### src/sv/cts_pkg.sv
// Shared types and codes for the conveyor transport sequencer.
// Holds the transaction payload structs, configuration struct and encodings.
// No dependencies; compiled before every other file.
package cts_pkg;

	localparam int CFG_ADDR_W = 5;
	localparam int CFG_DATA_W = 32;

	localparam logic [2:0] REG_STARTUP_SCREEN = 3'd0;
	localparam logic [2:0] REG_START_DELAY    = 3'd1;
	localparam logic [2:0] REG_TARGET_WAIT    = 3'd2;
	localparam logic [2:0] REG_TRANSPORT_TO   = 3'd3;
	localparam logic [2:0] REG_MODE_SHOW      = 3'd4;

	localparam logic [15:0] STARTUP_SCREEN_RST = 16'd2000;
	localparam logic [15:0] START_DELAY_RST    = 16'd2000;
	localparam logic [15:0] TARGET_WAIT_RST    = 16'd5000;
	localparam logic [19:0] TRANSPORT_TO_RST   = 20'd30000;
	localparam logic [15:0] MODE_SHOW_RST      = 16'd1000;

	localparam logic [1:0] MODE_LEFT  = 2'd0;
	localparam logic [1:0] MODE_RIGHT = 2'd1;
	localparam logic [1:0] MODE_AUTO  = 2'd2;
	localparam logic [1:0] MODE_ALIAS = 2'd3;

	localparam logic [1:0] DIR_STOP  = 2'd0;
	localparam logic [1:0] DIR_LEFT  = 2'd1;
	localparam logic [1:0] DIR_RIGHT = 2'd2;

	localparam logic [1:0] CMD_NONE  = 2'd0;
	localparam logic [1:0] CMD_SPEED = 2'd1;
	localparam logic [1:0] CMD_BRAKE = 2'd2;
	localparam logic [1:0] CMD_ESTOP = 2'd3;

	localparam logic [3:0] SCR_NONE      = 4'd0;
	localparam logic [3:0] SCR_STARTUP   = 4'd1;
	localparam logic [3:0] SCR_RELEASE   = 4'd2;
	localparam logic [3:0] SCR_AWAIT     = 4'd3;
	localparam logic [3:0] SCR_FAULT     = 4'd4;
	localparam logic [3:0] SCR_TARGET    = 4'd5;
	localparam logic [3:0] SCR_MODE_HINT = 4'd6;
	localparam logic [3:0] SCR_MODE_SHOW = 4'd7;
	localparam logic [3:0] SCR_OCCUPIED  = 4'd8;

	typedef struct packed {
		logic [15:0] startup_screen_ms;
		logic [15:0] start_delay_ms;
		logic [15:0] target_wait_ms;
		logic [19:0] transport_timeout_ms;
		logic [15:0] mode_show_ms;
	} cfg_t;

	typedef struct packed {
		logic [31:0] now_ms;
		logic        left_barrier_active;
		logic        right_barrier_active;
		logic        left_barrier_rise;
		logic        left_barrier_fall;
		logic        right_barrier_rise;
		logic        right_barrier_fall;
		logic        button_rise;
		logic [1:0]  switch_mode;
		logic        switch_changed;
		logic        motor_standstill;
		logic [15:0] target_speed;
	} in_item_t;

	typedef struct packed {
		logic [3:0]  seq_state;
		logic [1:0]  motor_cmd;
		logic [1:0]  drive_dir;
		logic [15:0] speed_cmd;
		logic [1:0]  active_mode;
		logic [3:0]  screen_event;
		logic        fault_timeout;
	} out_item_t;

endpackage

### src/sv/cts_if.sv
// Valid/ready channel interfaces for tick inputs and sequencer results.
// Depends on cts_pkg for nothing but shares its field widths.
interface cts_in_if;
	logic        valid;
	logic        ready;
	logic [31:0] now_ms;
	logic        left_barrier_active;
	logic        right_barrier_active;
	logic        left_barrier_rise;
	logic        left_barrier_fall;
	logic        right_barrier_rise;
	logic        right_barrier_fall;
	logic        button_rise;
	logic [1:0]  switch_mode;
	logic        switch_changed;
	logic        motor_standstill;
	logic [15:0] target_speed;

	modport source (
		output valid, now_ms, left_barrier_active, right_barrier_active,
			left_barrier_rise, left_barrier_fall, right_barrier_rise,
			right_barrier_fall, button_rise, switch_mode, switch_changed,
			motor_standstill, target_speed,
		input ready
	);
	modport sink (
		input valid, now_ms, left_barrier_active, right_barrier_active,
			left_barrier_rise, left_barrier_fall, right_barrier_rise,
			right_barrier_fall, button_rise, switch_mode, switch_changed,
			motor_standstill, target_speed,
		output ready
	);
endinterface

interface cts_out_if;
	logic        valid;
	logic        ready;
	logic [3:0]  seq_state;
	logic [1:0]  motor_cmd;
	logic [1:0]  drive_dir;
	logic [15:0] speed_cmd;
	logic [1:0]  active_mode;
	logic [3:0]  screen_event;
	logic        fault_timeout;

	modport source (
		output valid, seq_state, motor_cmd, drive_dir, speed_cmd, active_mode,
			screen_event, fault_timeout,
		input ready
	);
	modport sink (
		input valid, seq_state, motor_cmd, drive_dir, speed_cmd, active_mode,
			screen_event, fault_timeout,
		output ready
	);
endinterface

### src/sv/cts_cfg.sv
// APB-style configuration register bank for the sequencer timing values.
// Depends on cts_pkg for the register indexes, reset values and cfg_t.
module cts_cfg (
	input  logic                         clk,
	input  logic                         arst_n,
	input  logic                         psel,
	input  logic                         penable,
	input  logic                         pwrite,
	input  logic [cts_pkg::CFG_ADDR_W-1:0] paddr,
	input  logic [cts_pkg::CFG_DATA_W-1:0] pwdata,
	output logic [cts_pkg::CFG_DATA_W-1:0] prdata,
	output logic                         pready,
	output cts_pkg::cfg_t                cfg
);
	import cts_pkg::*;

	cfg_t       cfg_q;
	logic [2:0] reg_idx;
	logic       wr_en;

	assign pready  = 1'b1;
	assign reg_idx = paddr[CFG_ADDR_W-1:2];
	assign wr_en   = psel && penable && pwrite;
	assign cfg     = cfg_q;

	always_ff @(posedge clk or negedge arst_n) begin
		if (!arst_n) begin
			cfg_q.startup_screen_ms    <= STARTUP_SCREEN_RST;
			cfg_q.start_delay_ms       <= START_DELAY_RST;
			cfg_q.target_wait_ms       <= TARGET_WAIT_RST;
			cfg_q.transport_timeout_ms <= TRANSPORT_TO_RST;
			cfg_q.mode_show_ms         <= MODE_SHOW_RST;
		end else if (wr_en) begin
			case (reg_idx)
				REG_STARTUP_SCREEN: cfg_q.startup_screen_ms    <= pwdata[15:0];
				REG_START_DELAY:    cfg_q.start_delay_ms       <= pwdata[15:0];
				REG_TARGET_WAIT:    cfg_q.target_wait_ms       <= pwdata[15:0];
				REG_TRANSPORT_TO:   cfg_q.transport_timeout_ms <= pwdata[19:0];
				REG_MODE_SHOW:      cfg_q.mode_show_ms         <= pwdata[15:0];
				default: ;
			endcase
		end
	end

	always_comb begin
		case (reg_idx)
			REG_STARTUP_SCREEN: prdata = {16'd0, cfg_q.startup_screen_ms};
			REG_START_DELAY:    prdata = {16'd0, cfg_q.start_delay_ms};
			REG_TARGET_WAIT:    prdata = {16'd0, cfg_q.target_wait_ms};
			REG_TRANSPORT_TO:   prdata = {12'd0, cfg_q.transport_timeout_ms};
			REG_MODE_SHOW:      prdata = {16'd0, cfg_q.mode_show_ms};
			default:            prdata = '0;
		endcase
	end
endmodule

### src/sv/cts_ctrl.sv
// Sequencer state registers and the per-tick next-state and result logic.
// Depends on cts_pkg for the item structs, configuration struct and codes.
module cts_ctrl (
	input  logic               clk,
	input  logic               arst_n,
	input  logic               fire,
	input  cts_pkg::in_item_t  item,
	input  cts_pkg::cfg_t      cfg,
	output cts_pkg::out_item_t res
);
	import cts_pkg::*;

	typedef enum logic [3:0] {
		S_STARTUP  = 4'd0,
		S_RELEASE  = 4'd1,
		S_AWAIT    = 4'd2,
		S_DELAY    = 4'd3,
		S_RUN      = 4'd4,
		S_BRAKING  = 4'd5,
		S_TARGET   = 4'd6,
		S_STOPPED  = 4'd7,
		S_FAULT    = 4'd8,
		S_MODECHG  = 4'd9,
		S_MODESHOW = 4'd10
	} state_t;

	typedef struct packed {
		state_t      st;
		logic [31:0] ent;
		logic [1:0]  cmd;
		logic [3:0]  scr;
	} tick_t;

	function automatic tick_t issue(tick_t t, logic [1:0] c);
		tick_t r;
		r = t;
		if (t.cmd != CMD_ESTOP) begin
			r.cmd = c;
		end
		return r;
	endfunction

	function automatic tick_t enter(tick_t t, state_t s, logic [31:0] now);
		tick_t r;
		r     = t;
		r.st  = s;
		r.ent = now;
		unique case (s)
			S_STARTUP:  r.scr = SCR_STARTUP;
			S_RELEASE:  r.scr = SCR_RELEASE;
			S_AWAIT:    r.scr = SCR_AWAIT;
			S_FAULT: begin
				r     = issue(r, CMD_ESTOP);
				r.scr = SCR_FAULT;
			end
			S_TARGET: begin
				r     = issue(r, CMD_BRAKE);
				r.scr = SCR_TARGET;
			end
			S_MODECHG: begin
				r     = issue(r, CMD_BRAKE);
				r.scr = SCR_MODE_HINT;
			end
			S_STOPPED:  r = issue(r, CMD_BRAKE);
			S_BRAKING:  r = issue(r, CMD_BRAKE);
			S_MODESHOW: r.scr = SCR_MODE_SHOW;
			default: ;
		endcase
		return r;
	endfunction

	function automatic logic elapsed(logic [31:0] now, logic [31:0] ent, logic [19:0] limit);
		logic [31:0] diff;
		diff = now - ent;
		return diff >= {12'd0, limit};
	endfunction

	state_t      state_q;
	logic [1:0]  mode_q;
	logic [1:0]  dir_q;
	logic [31:0] entry_q;
	logic        fault_q;

	tick_t       t;
	logic [1:0]  md;
	logic [1:0]  dr;
	logic        flt;
	logic [1:0]  sw;
	logic [31:0] now;
	logic        l_act;
	logic        r_act;
	logic        button;

	always_comb begin
		now    = item.now_ms;
		l_act  = item.left_barrier_active;
		r_act  = item.right_barrier_active;
		button = item.button_rise;
		sw     = (item.switch_mode == MODE_ALIAS) ? MODE_AUTO : item.switch_mode;
		t.st   = state_q;
		t.ent  = entry_q;
		t.cmd  = CMD_NONE;
		t.scr  = SCR_NONE;
		md     = mode_q;
		dr     = dir_q;
		flt    = fault_q;

		if (state_q != S_STARTUP && state_q != S_RELEASE && state_q != S_FAULT &&
			item.switch_changed && sw != mode_q) begin
			t = enter(t, S_MODECHG, now);
		end

		unique case (t.st)
			S_STARTUP: begin
				if (elapsed(now, t.ent, {4'd0, cfg.startup_screen_ms})) begin
					t = enter(t, S_RELEASE, now);
				end
			end
			S_RELEASE: begin
				if (button) begin
					if (!l_act && !r_act) begin
						md = sw;
						t  = enter(t, S_AWAIT, now);
					end else begin
						t.scr = SCR_OCCUPIED;
					end
				end
			end
			S_AWAIT: begin
				if (md == MODE_LEFT) begin
					if (item.right_barrier_rise) begin
						dr = DIR_LEFT;
						t  = enter(t, S_DELAY, now);
					end
				end else if (md == MODE_RIGHT) begin
					if (item.left_barrier_rise) begin
						dr = DIR_RIGHT;
						t  = enter(t, S_DELAY, now);
					end
				end else begin
					if (item.left_barrier_rise) begin
						dr = DIR_RIGHT;
						t  = enter(t, S_DELAY, now);
					end else if (item.right_barrier_rise) begin
						dr = DIR_LEFT;
						t  = enter(t, S_DELAY, now);
					end
				end
				if (button && !flt) begin
					t = enter(t, S_STOPPED, now);
				end
			end
			S_DELAY: begin
				if (elapsed(now, t.ent, {4'd0, cfg.start_delay_ms})) begin
					t = issue(t, CMD_SPEED);
					t = enter(t, S_RUN, now);
				end
			end
			S_RUN: begin
				t = issue(t, CMD_SPEED);
				if (elapsed(now, t.ent, cfg.transport_timeout_ms)) begin
					flt = 1'b1;
					t   = enter(t, S_FAULT, now);
				end
				if (md == MODE_LEFT) begin
					if (item.left_barrier_fall && !l_act) begin
						t = enter(t, S_BRAKING, now);
					end
				end else if (md == MODE_RIGHT) begin
					if (item.right_barrier_fall && !r_act) begin
						t = enter(t, S_BRAKING, now);
					end
				end else begin
					if (dr == DIR_LEFT && item.left_barrier_rise) begin
						t = enter(t, S_TARGET, now);
					end else if (dr == DIR_RIGHT && item.right_barrier_rise) begin
						t = enter(t, S_TARGET, now);
					end
				end
				if (button && !flt) begin
					t = enter(t, S_STOPPED, now);
				end
			end
			S_BRAKING: begin
				if (item.motor_standstill) begin
					t = enter(t, S_AWAIT, now);
				end
			end
			S_TARGET: begin
				if (item.motor_standstill &&
					elapsed(now, t.ent, {4'd0, cfg.target_wait_ms})) begin
					if (l_act || r_act) begin
						dr = (dr == DIR_LEFT) ? DIR_RIGHT : DIR_LEFT;
						t  = issue(t, CMD_SPEED);
						t  = enter(t, S_RUN, now);
					end else begin
						t = enter(t, S_AWAIT, now);
					end
				end
			end
			S_STOPPED: begin
				if (button) begin
					t = enter(t, S_AWAIT, now);
				end
			end
			S_FAULT: begin
				if (button) begin
					flt = 1'b0;
					t   = enter(t, S_AWAIT, now);
				end
			end
			S_MODECHG: begin
				if (item.motor_standstill && button) begin
					md = sw;
					t  = enter(t, S_MODESHOW, now);
				end
			end
			S_MODESHOW: begin
				if (elapsed(now, t.ent, {4'd0, cfg.mode_show_ms})) begin
					t = enter(t, S_AWAIT, now);
				end
			end
			default: t = enter(t, S_STARTUP, now);
		endcase

		res.seq_state     = t.st;
		res.motor_cmd     = t.cmd;
		res.drive_dir     = dr;
		res.speed_cmd     = (t.cmd == CMD_SPEED) ? item.target_speed : 16'd0;
		res.active_mode   = md;
		res.screen_event  = t.scr;
		res.fault_timeout = flt;
	end

	always_ff @(posedge clk or negedge arst_n) begin
		if (!arst_n) begin
			state_q <= S_STARTUP;
			mode_q  <= MODE_AUTO;
			dir_q   <= DIR_STOP;
			entry_q <= '0;
			fault_q <= 1'b0;
		end else if (fire) begin
			state_q <= t.st;
			mode_q  <= md;
			dir_q   <= dr;
			entry_q <= t.ent;
			fault_q <= flt;
		end
	end
endmodule

### src/sv/conveyor_transport_sequencer_core.sv
// Top level of the conveyor transport sequencer: input register, tick logic and
// result register, plus the APB-style timing register bank.
// Depends on cts_pkg, cts_if, cts_cfg and cts_ctrl.
//
// Usage: one transaction on tick_in is one control tick (time, barrier levels
// and edges, button, rocker switch, standstill, speed setpoint). Every tick
// yields exactly one transaction on result_out with the motor command, screen
// event, sequencer state, direction, mode and timeout fault.
// An accepted tick is registered in the input register; its result is then
// registered in the result register, where it is valid. Throughput is one
// tick per cycle while result_out accepts; sequencer state updates in the same
// edge that loads the result register, so the next tick sees it immediately.
// When the receiver stalls, the result register holds its transaction and the
// input register keeps one more tick; tick_in.ready falls only when both are
// full. Reset clears both registers' valid flags and returns the sequencer to
// the startup screen with automatic mode, stopped direction, a zero entry time
// and no fault; timing registers return to defaults. Users must write configuration
// over the APB-style port only while no tick is in flight; not enforced here.
module conveyor_transport_sequencer_core (
	input  logic                           clk,
	input  logic                           arst_n,
	cts_in_if.sink                         tick_in,
	cts_out_if.source                      result_out,
	input  logic                           psel,
	input  logic                           penable,
	input  logic                           pwrite,
	input  logic [cts_pkg::CFG_ADDR_W-1:0] paddr,
	input  logic [cts_pkg::CFG_DATA_W-1:0] pwdata,
	output logic [cts_pkg::CFG_DATA_W-1:0] prdata,
	output logic                           pready
);
	import cts_pkg::*;

	cfg_t      cfg;
	in_item_t  item_in;
	in_item_t  item_s1;
	logic      valid_s1;
	out_item_t res;
	out_item_t res_s2;
	logic      valid_s2;
	logic      advance;
	logic      accept;

	cts_cfg u_cfg (
		.clk     (clk),
		.arst_n  (arst_n),
		.psel    (psel),
		.penable (penable),
		.pwrite  (pwrite),
		.paddr   (paddr),
		.pwdata  (pwdata),
		.prdata  (prdata),
		.pready  (pready),
		.cfg     (cfg)
	);

	cts_ctrl u_ctrl (
		.clk    (clk),
		.arst_n (arst_n),
		.fire   (advance),
		.item   (item_s1),
		.cfg    (cfg),
		.res    (res)
	);

	assign item_in.now_ms               = tick_in.now_ms;
	assign item_in.left_barrier_active  = tick_in.left_barrier_active;
	assign item_in.right_barrier_active = tick_in.right_barrier_active;
	assign item_in.left_barrier_rise    = tick_in.left_barrier_rise;
	assign item_in.left_barrier_fall    = tick_in.left_barrier_fall;
	assign item_in.right_barrier_rise   = tick_in.right_barrier_rise;
	assign item_in.right_barrier_fall   = tick_in.right_barrier_fall;
	assign item_in.button_rise          = tick_in.button_rise;
	assign item_in.switch_mode          = tick_in.switch_mode;
	assign item_in.switch_changed       = tick_in.switch_changed;
	assign item_in.motor_standstill     = tick_in.motor_standstill;
	assign item_in.target_speed         = tick_in.target_speed;

	assign advance       = valid_s1 && (!valid_s2 || result_out.ready);
	assign tick_in.ready = !valid_s1 || advance;
	assign accept        = tick_in.valid && tick_in.ready;

	always_ff @(posedge clk or negedge arst_n) begin
		if (!arst_n) begin
			valid_s1 <= 1'b0;
		end else if (accept) begin
			valid_s1 <= 1'b1;
		end else if (advance) begin
			valid_s1 <= 1'b0;
		end
	end

	always_ff @(posedge clk) begin
		if (accept) begin
			item_s1 <= item_in;
		end
	end

	always_ff @(posedge clk or negedge arst_n) begin
		if (!arst_n) begin
			valid_s2 <= 1'b0;
		end else if (advance) begin
			valid_s2 <= 1'b1;
		end else if (result_out.ready) begin
			valid_s2 <= 1'b0;
		end
	end

	always_ff @(posedge clk) begin
		if (advance) begin
			res_s2 <= res;
		end
	end

	assign result_out.valid         = valid_s2;
	assign result_out.seq_state     = res_s2.seq_state;
	assign result_out.motor_cmd     = res_s2.motor_cmd;
	assign result_out.drive_dir     = res_s2.drive_dir;
	assign result_out.speed_cmd     = res_s2.speed_cmd;
	assign result_out.active_mode   = res_s2.active_mode;
	assign result_out.screen_event  = res_s2.screen_event;
	assign result_out.fault_timeout = res_s2.fault_timeout;
endmodule
### src/flat_wrapper.sv
// flat-port wrapper written by rule: the top's interface ports become plain ports
module conveyor_transport_sequencer_core_flat import cts_pkg::*;
  (clk, arst_n, psel, penable, pwrite, paddr, pwdata, prdata, pready, tick_in_valid, tick_in_now_ms, tick_in_left_barrier_active, tick_in_right_barrier_active, tick_in_left_barrier_rise, tick_in_left_barrier_fall, tick_in_right_barrier_rise, tick_in_right_barrier_fall, tick_in_button_rise, tick_in_switch_mode, tick_in_switch_changed, tick_in_motor_standstill, tick_in_target_speed, tick_in_ready, result_out_valid, result_out_seq_state, result_out_motor_cmd, result_out_drive_dir, result_out_speed_cmd, result_out_active_mode, result_out_screen_event, result_out_fault_timeout, result_out_ready);
  cts_in_if tick_in_i ();
  cts_out_if result_out_i ();
  input  logic clk;
  input  logic arst_n;
  input  logic psel;
  input  logic penable;
  input  logic pwrite;
  input  logic [cts_pkg::CFG_ADDR_W-1:0] paddr;
  input  logic [cts_pkg::CFG_DATA_W-1:0] pwdata;
  output logic [cts_pkg::CFG_DATA_W-1:0] prdata;
  output logic pready;
  input wire logic [$bits(tick_in_i.valid)-1:0] tick_in_valid;
  input wire logic [$bits(tick_in_i.now_ms)-1:0] tick_in_now_ms;
  input wire logic [$bits(tick_in_i.left_barrier_active)-1:0] tick_in_left_barrier_active;
  input wire logic [$bits(tick_in_i.right_barrier_active)-1:0] tick_in_right_barrier_active;
  input wire logic [$bits(tick_in_i.left_barrier_rise)-1:0] tick_in_left_barrier_rise;
  input wire logic [$bits(tick_in_i.left_barrier_fall)-1:0] tick_in_left_barrier_fall;
  input wire logic [$bits(tick_in_i.right_barrier_rise)-1:0] tick_in_right_barrier_rise;
  input wire logic [$bits(tick_in_i.right_barrier_fall)-1:0] tick_in_right_barrier_fall;
  input wire logic [$bits(tick_in_i.button_rise)-1:0] tick_in_button_rise;
  input wire logic [$bits(tick_in_i.switch_mode)-1:0] tick_in_switch_mode;
  input wire logic [$bits(tick_in_i.switch_changed)-1:0] tick_in_switch_changed;
  input wire logic [$bits(tick_in_i.motor_standstill)-1:0] tick_in_motor_standstill;
  input wire logic [$bits(tick_in_i.target_speed)-1:0] tick_in_target_speed;
  output wire logic [$bits(tick_in_i.ready)-1:0] tick_in_ready;
  output wire logic [$bits(result_out_i.valid)-1:0] result_out_valid;
  output wire logic [$bits(result_out_i.seq_state)-1:0] result_out_seq_state;
  output wire logic [$bits(result_out_i.motor_cmd)-1:0] result_out_motor_cmd;
  output wire logic [$bits(result_out_i.drive_dir)-1:0] result_out_drive_dir;
  output wire logic [$bits(result_out_i.speed_cmd)-1:0] result_out_speed_cmd;
  output wire logic [$bits(result_out_i.active_mode)-1:0] result_out_active_mode;
  output wire logic [$bits(result_out_i.screen_event)-1:0] result_out_screen_event;
  output wire logic [$bits(result_out_i.fault_timeout)-1:0] result_out_fault_timeout;
  input wire logic [$bits(result_out_i.ready)-1:0] result_out_ready;
  assign tick_in_i.valid = tick_in_valid;
  assign tick_in_i.now_ms = tick_in_now_ms;
  assign tick_in_i.left_barrier_active = tick_in_left_barrier_active;
  assign tick_in_i.right_barrier_active = tick_in_right_barrier_active;
  assign tick_in_i.left_barrier_rise = tick_in_left_barrier_rise;
  assign tick_in_i.left_barrier_fall = tick_in_left_barrier_fall;
  assign tick_in_i.right_barrier_rise = tick_in_right_barrier_rise;
  assign tick_in_i.right_barrier_fall = tick_in_right_barrier_fall;
  assign tick_in_i.button_rise = tick_in_button_rise;
  assign tick_in_i.switch_mode = tick_in_switch_mode;
  assign tick_in_i.switch_changed = tick_in_switch_changed;
  assign tick_in_i.motor_standstill = tick_in_motor_standstill;
  assign tick_in_i.target_speed = tick_in_target_speed;
  assign tick_in_ready = tick_in_i.ready;
  assign result_out_valid = result_out_i.valid;
  assign result_out_seq_state = result_out_i.seq_state;
  assign result_out_motor_cmd = result_out_i.motor_cmd;
  assign result_out_drive_dir = result_out_i.drive_dir;
  assign result_out_speed_cmd = result_out_i.speed_cmd;
  assign result_out_active_mode = result_out_i.active_mode;
  assign result_out_screen_event = result_out_i.screen_event;
  assign result_out_fault_timeout = result_out_i.fault_timeout;
  assign result_out_i.ready = result_out_ready;
  conveyor_transport_sequencer_core u_core (.clk(clk), .arst_n(arst_n), .tick_in(tick_in_i), .result_out(result_out_i), .psel(psel), .penable(penable), .pwrite(pwrite), .paddr(paddr), .pwdata(pwdata), .prdata(prdata), .pready(pready));
endmodule
### config.mk
export PLATFORM = sky130hd
export DESIGN_NAME = conveyor_transport_sequencer_core_flat
export DESIGN_NICKNAME = d
export VERILOG_FILES = /design/src/sv/cts_pkg.sv /design/src/sv/cts_if.sv /design/src/sv/cts_cfg.sv /design/src/sv/cts_ctrl.sv /design/src/sv/conveyor_transport_sequencer_core.sv /design/src/flat_wrapper.sv
export SDC_FILE = /design/constraint.sdc
export NUM_CORES = 1
export LEC_CHECK = 0
export BUFFER_PORTS_ARGS = -buffer_cell sky130_fd_sc_hd__buf_2
export CORE_MARGIN = 2
export CORE_UTILIZATION = 40
export CTS_CLUSTER_SIZE = 28
export DETAILED_ROUTE_END_ITERATION = 10
export PLACE_DENSITY = 0.69
export REMOVE_ABC_BUFFERS = 1
export SYNTH_ARGS = -nofsm -noshare
export SYNTH_HDL_FRONTEND = slang
export SYNTH_SLANG_ARGS = --single-unit
### constraint.sdc
create_clock -name clk -period 13.61 [get_ports clk]
set_clock_uncertainty 0.1 [all_clocks]
set_input_delay 2.722 -clock clk [delete_from_list [all_inputs] [get_ports clk]]
set_output_delay 2.722 -clock clk [all_outputs]
set_load 0.005 [all_outputs]
==> results.py <==
metrics = {
    "status": {
        "status": "completed",
    },
    "routing": {
        "via_count": 12700,
        "drc": 0,
        "ant_nets": 0,
        "via_per_inst": 5.84,
        "initialDrtViolationCount": 1296,
        "wirelength_mm": 42.5,
        "drt_pass1_iterations": 5,
        "post_drt_wl_per_cell_um": 19.6,
    },
    "floorplan": {
        "core_mm2": 0.0357,
        "rows": 69,
        "dieArea_mm2": 0.0378,
        "die_x_um": 195,
        "initial_core_util_pct": 40.7,
        "die_y_um": 195,
        "ioPinCount": 169,
    },
    "final_layout": {
        "syn_to_final_growth_pct": 13.1,
        "final_common_cell": "nand2_1",
        "final_cell_mix": "nand2_1, o21ai_0, buf_2",
        "fill_cells": 3450,
        "drive_above_1_share_pct": 17.2,
        "nets": 1911,
    },
    "timing": {
        "slew_headroom_pct": 20.4,
        "timing.fmax_ghz": 0.120,
        "post-route-period-util_pct": 61.1,
        "finalSetupTns_ns": 0,
        "tightest_slew_ns": 1.19,
        "hold_violations": 0,
        "min_period_ns": 8.32,
        "rsz0062_at_grt": "no",
        "setup_violations": 0,
        "slew_viol_final": 0,
    },
    "pwr": {
        "total_power_uw": 4200,
        "irDropWorstVdd_v": 0.000127,
        "power_switching_uw": 1970,
        "clkPwrFrac_pct": 16.4,
        "netSwitchingFraction_pct": 46.9,
        "p_leak_uw": 0.00725,
        "power.density_mw_per_mm2": 255,
        "power_frac_seq_pct": 23.3,
        "p_comb_share_pct": 60.3,
        "internal-power_uw": 2230,
    },
    "clocking": {
        "clockBufferDepth": 3,
        "cts_setup_buffers": 0,
        "cts_sinks": 217,
        "cts_tree": "done",
        "h-tree-depth": 1,
        "root_buffer": "clkbuf_16",
        "post_cts_resized": 0,
        "clk_pin_slew_ns": 0.07,
        "ctsHoldBuffers": 0,
        "worstSkewPairLatency_ns": 0.56,
        "cts_buffers": 26,
    },
    "critical_path": {
        "required_ns": 13.94,
        "cpMaxStageDelayCell": "o21ai_0",
        "startpoint_type": "flip-flop",
        "crit_type": "flip-flop to flip-flop",
        "cp.arrival_ns": 8.65,
        "cp_common_cell": "o21ai_0",
        "cp_num_buf_inv": 2,
        "critical-path-max-stage-delay_ns": 0.69,
        "crit_family": "compound AO/OA/AOI/OAI gates",
        "rr_worst_depth": 26,
        "cp.depth": 26,
        "critPathCaptureType": "flip-flop",
        "critPathMaxFanout": 41,
    },
    "logic_synthesis": {
        "synth_edf_count": 90,
        "ys_seq_area_share_pct": 40.8,
        "syn_area_per_cell_um2": 9.13,
        "yosys.cell_types.count": 87,
        "synthFlopType": "dfrtp_1",
        "syn_inst": 1590,
        "synth-async-reset-ratio_pct": 58.5,
        "ys_warn_count": 0,
        "synth-seq-cells": 217,
        "synth_area_mm2": 0.0145,
    },
    "hold_path": {
        "hold_path_class": "flip-flop to flip-flop",
        "hold_depth": 1,
    },
    "global_route": {
        "grt_antenna_before_repair": 1,
        "track_usage_pct": 22.3,
        "grt_max_degree": 72,
        "first_global_vias": 12300,
        "grt_pass1_wl_mm": 67.8,
        "globalRouteOverflowTotal": 0,
    },
    "placed_design": {
        "gp_congestion": 0.922,
        "port_buffers": 141,
        "dp_hpwl_mm": 30.4,
    },
    "flow_run": {
        "maxCapViolations": 0,
    },
}
-- metrics by stage --
| step | utilization [%] | instances | setup slack (ns) | hold slack (ns) | instance area [um^2] |
|---|---|---|---|---|---|
| 6_report | 46.1 | 2175 | 5.29 | 0.390 | 16400 |
| 4_1_cts | 46.1 | 2173 | 5.41 | 0.393 | 16400 |
| 5_1_grt | 46.1 | 2173 | 4.76 | 0.417 | 16400 |
| 3_5_place_dp | 43.7 | 2125 | 5.47 | 0.379 | 15600 |
| 3_3_place_gp | 43.7 | 2125 | 5.53 | 0.371 | 15600 |
| 2_1_floorplan | - | 1506 | 6.43 | 0.357 | 14100 |
-- metal layers --
metal  track usage (%)  wire length [um]  vias up
met5                 0                 0        -
met2              37.0             20100      481
li1                  -                 -     6019
met1              30.5             18600     6139
met4              6.61              1050        0
met3              2.92              2730       70
-- registers in the layout, indices dropped and copies added (netlist names) --
| signal | cells |
|---|---|
| u_core.result_out.fault_timeout | 1 |
| u_core.result_out.motor_cmd | 2 |
| u_core.result_out.screen_event | 4 |
| u_core.u_ctrl.entry_q | 32 |
| u_core.result_out.active_mode | 2 |
| u_core.u_ctrl.fault_q | 1 |
| u_core.u_ctrl.mode_q | 2 |
| u_core.u_ctrl.state_q | 4 |
| u_core.item_s1 | 59 |
| u_core.u_cfg.cfg | 84 |
| u_core.u_ctrl.dir_q | 2 |
| u_core.result_out.speed_cmd | 16 |
| u_core.valid_s1 | 1 |
| u_core.result_out.valid | 1 |
| u_core.result_out.seq_state | 4 |
| u_core.result_out.drive_dir | 2 |
-- worst paths after layout --
kind,start,endpoint,slack (ns)
max,u_core.u_ctrl.state_q[2],u_core.u_ctrl.entry_q[10],5.29
min,u_core.u_ctrl.entry_q[13],u_core.u_ctrl.entry_q[13],0.39
max reg2reg,u_core.u_ctrl.state_q[2],u_core.u_ctrl.entry_q[10],5.29
min reg2reg,u_core.u_ctrl.entry_q[13],u_core.u_ctrl.entry_q[13],0.39
max in group asynchronous,arst_n,u_core.u_ctrl.entry_q[11],9.76
min in group asynchronous,arst_n,u_core.u_cfg.cfg[0],2.18
-- cell families (layout without fill, tap and decap cells) --
kind of cell / Yosys count / after routing / synth area share, %
AO/OA/AOI/OAI: 543 / 543 / 23.5
XOR/XNOR: 22 / 22 / 1.33
adder cells (fa/ha/maj): 116 / 116 / 10.0
buffers and inverters: 198 / 309 / 5.63
flip-flops: 217 / 217 / 40.8
multiplexers: 58 / 58 / 4.24
other: 2 / 15 / 0.0517
AND/OR/NAND/NOR: 434 / 434 / 14.4
-- synth_stat cells (20+ instances only) --
master	count	area (um^2)
o22ai_1	23	144
dfstp_2	31	815
o21ai_0	164	821
a21oi_1	130	651
nand3_1	21	105
a21o_1	43	323
nand4_1	20	125
nor2_1	93	349
clkbuf_1	62	233
mux2i_1	30	300
ha_1	115	1440
a22oi_1	42	315
nor3_1	23	115
mux2_2	25	282
edfxtp_1	90	2700
nand2_1	168	631
and2_1	21	131
a211oi_1	21	158
inv_1	103	387
dfrtp_1	96	2400
-- layout make-up --
class | instances | area, um^2 | area share, %
inverters | 103 | 387 | 2.35
diodes | 2 | 5.00 | 0.0305
repair buffers | 158 | 836 | 5.09
clock buffers | 34 | 753 | 4.59
clock inverters | 14 | 100 | 0.609
multi-input cells | 1186 | 7850 | 47.8
flip-flops and latches | 217 | 5920 | 36.0
well taps | 461 | 577 | 3.51
-- power by group through the flow --
stage | clock network (uW) | logic [uW] | registers [uW]
floorplan | 0 | 1750 | 956
global placement | 0 | 2420 | 977
detailed placement | 0 | 2480 | 985
global route | 728 | 2810 | 996
finish | 687 | 2530 | 977
CTS | 704 | 2500 | 973
(Power assumes the default switching activity.)
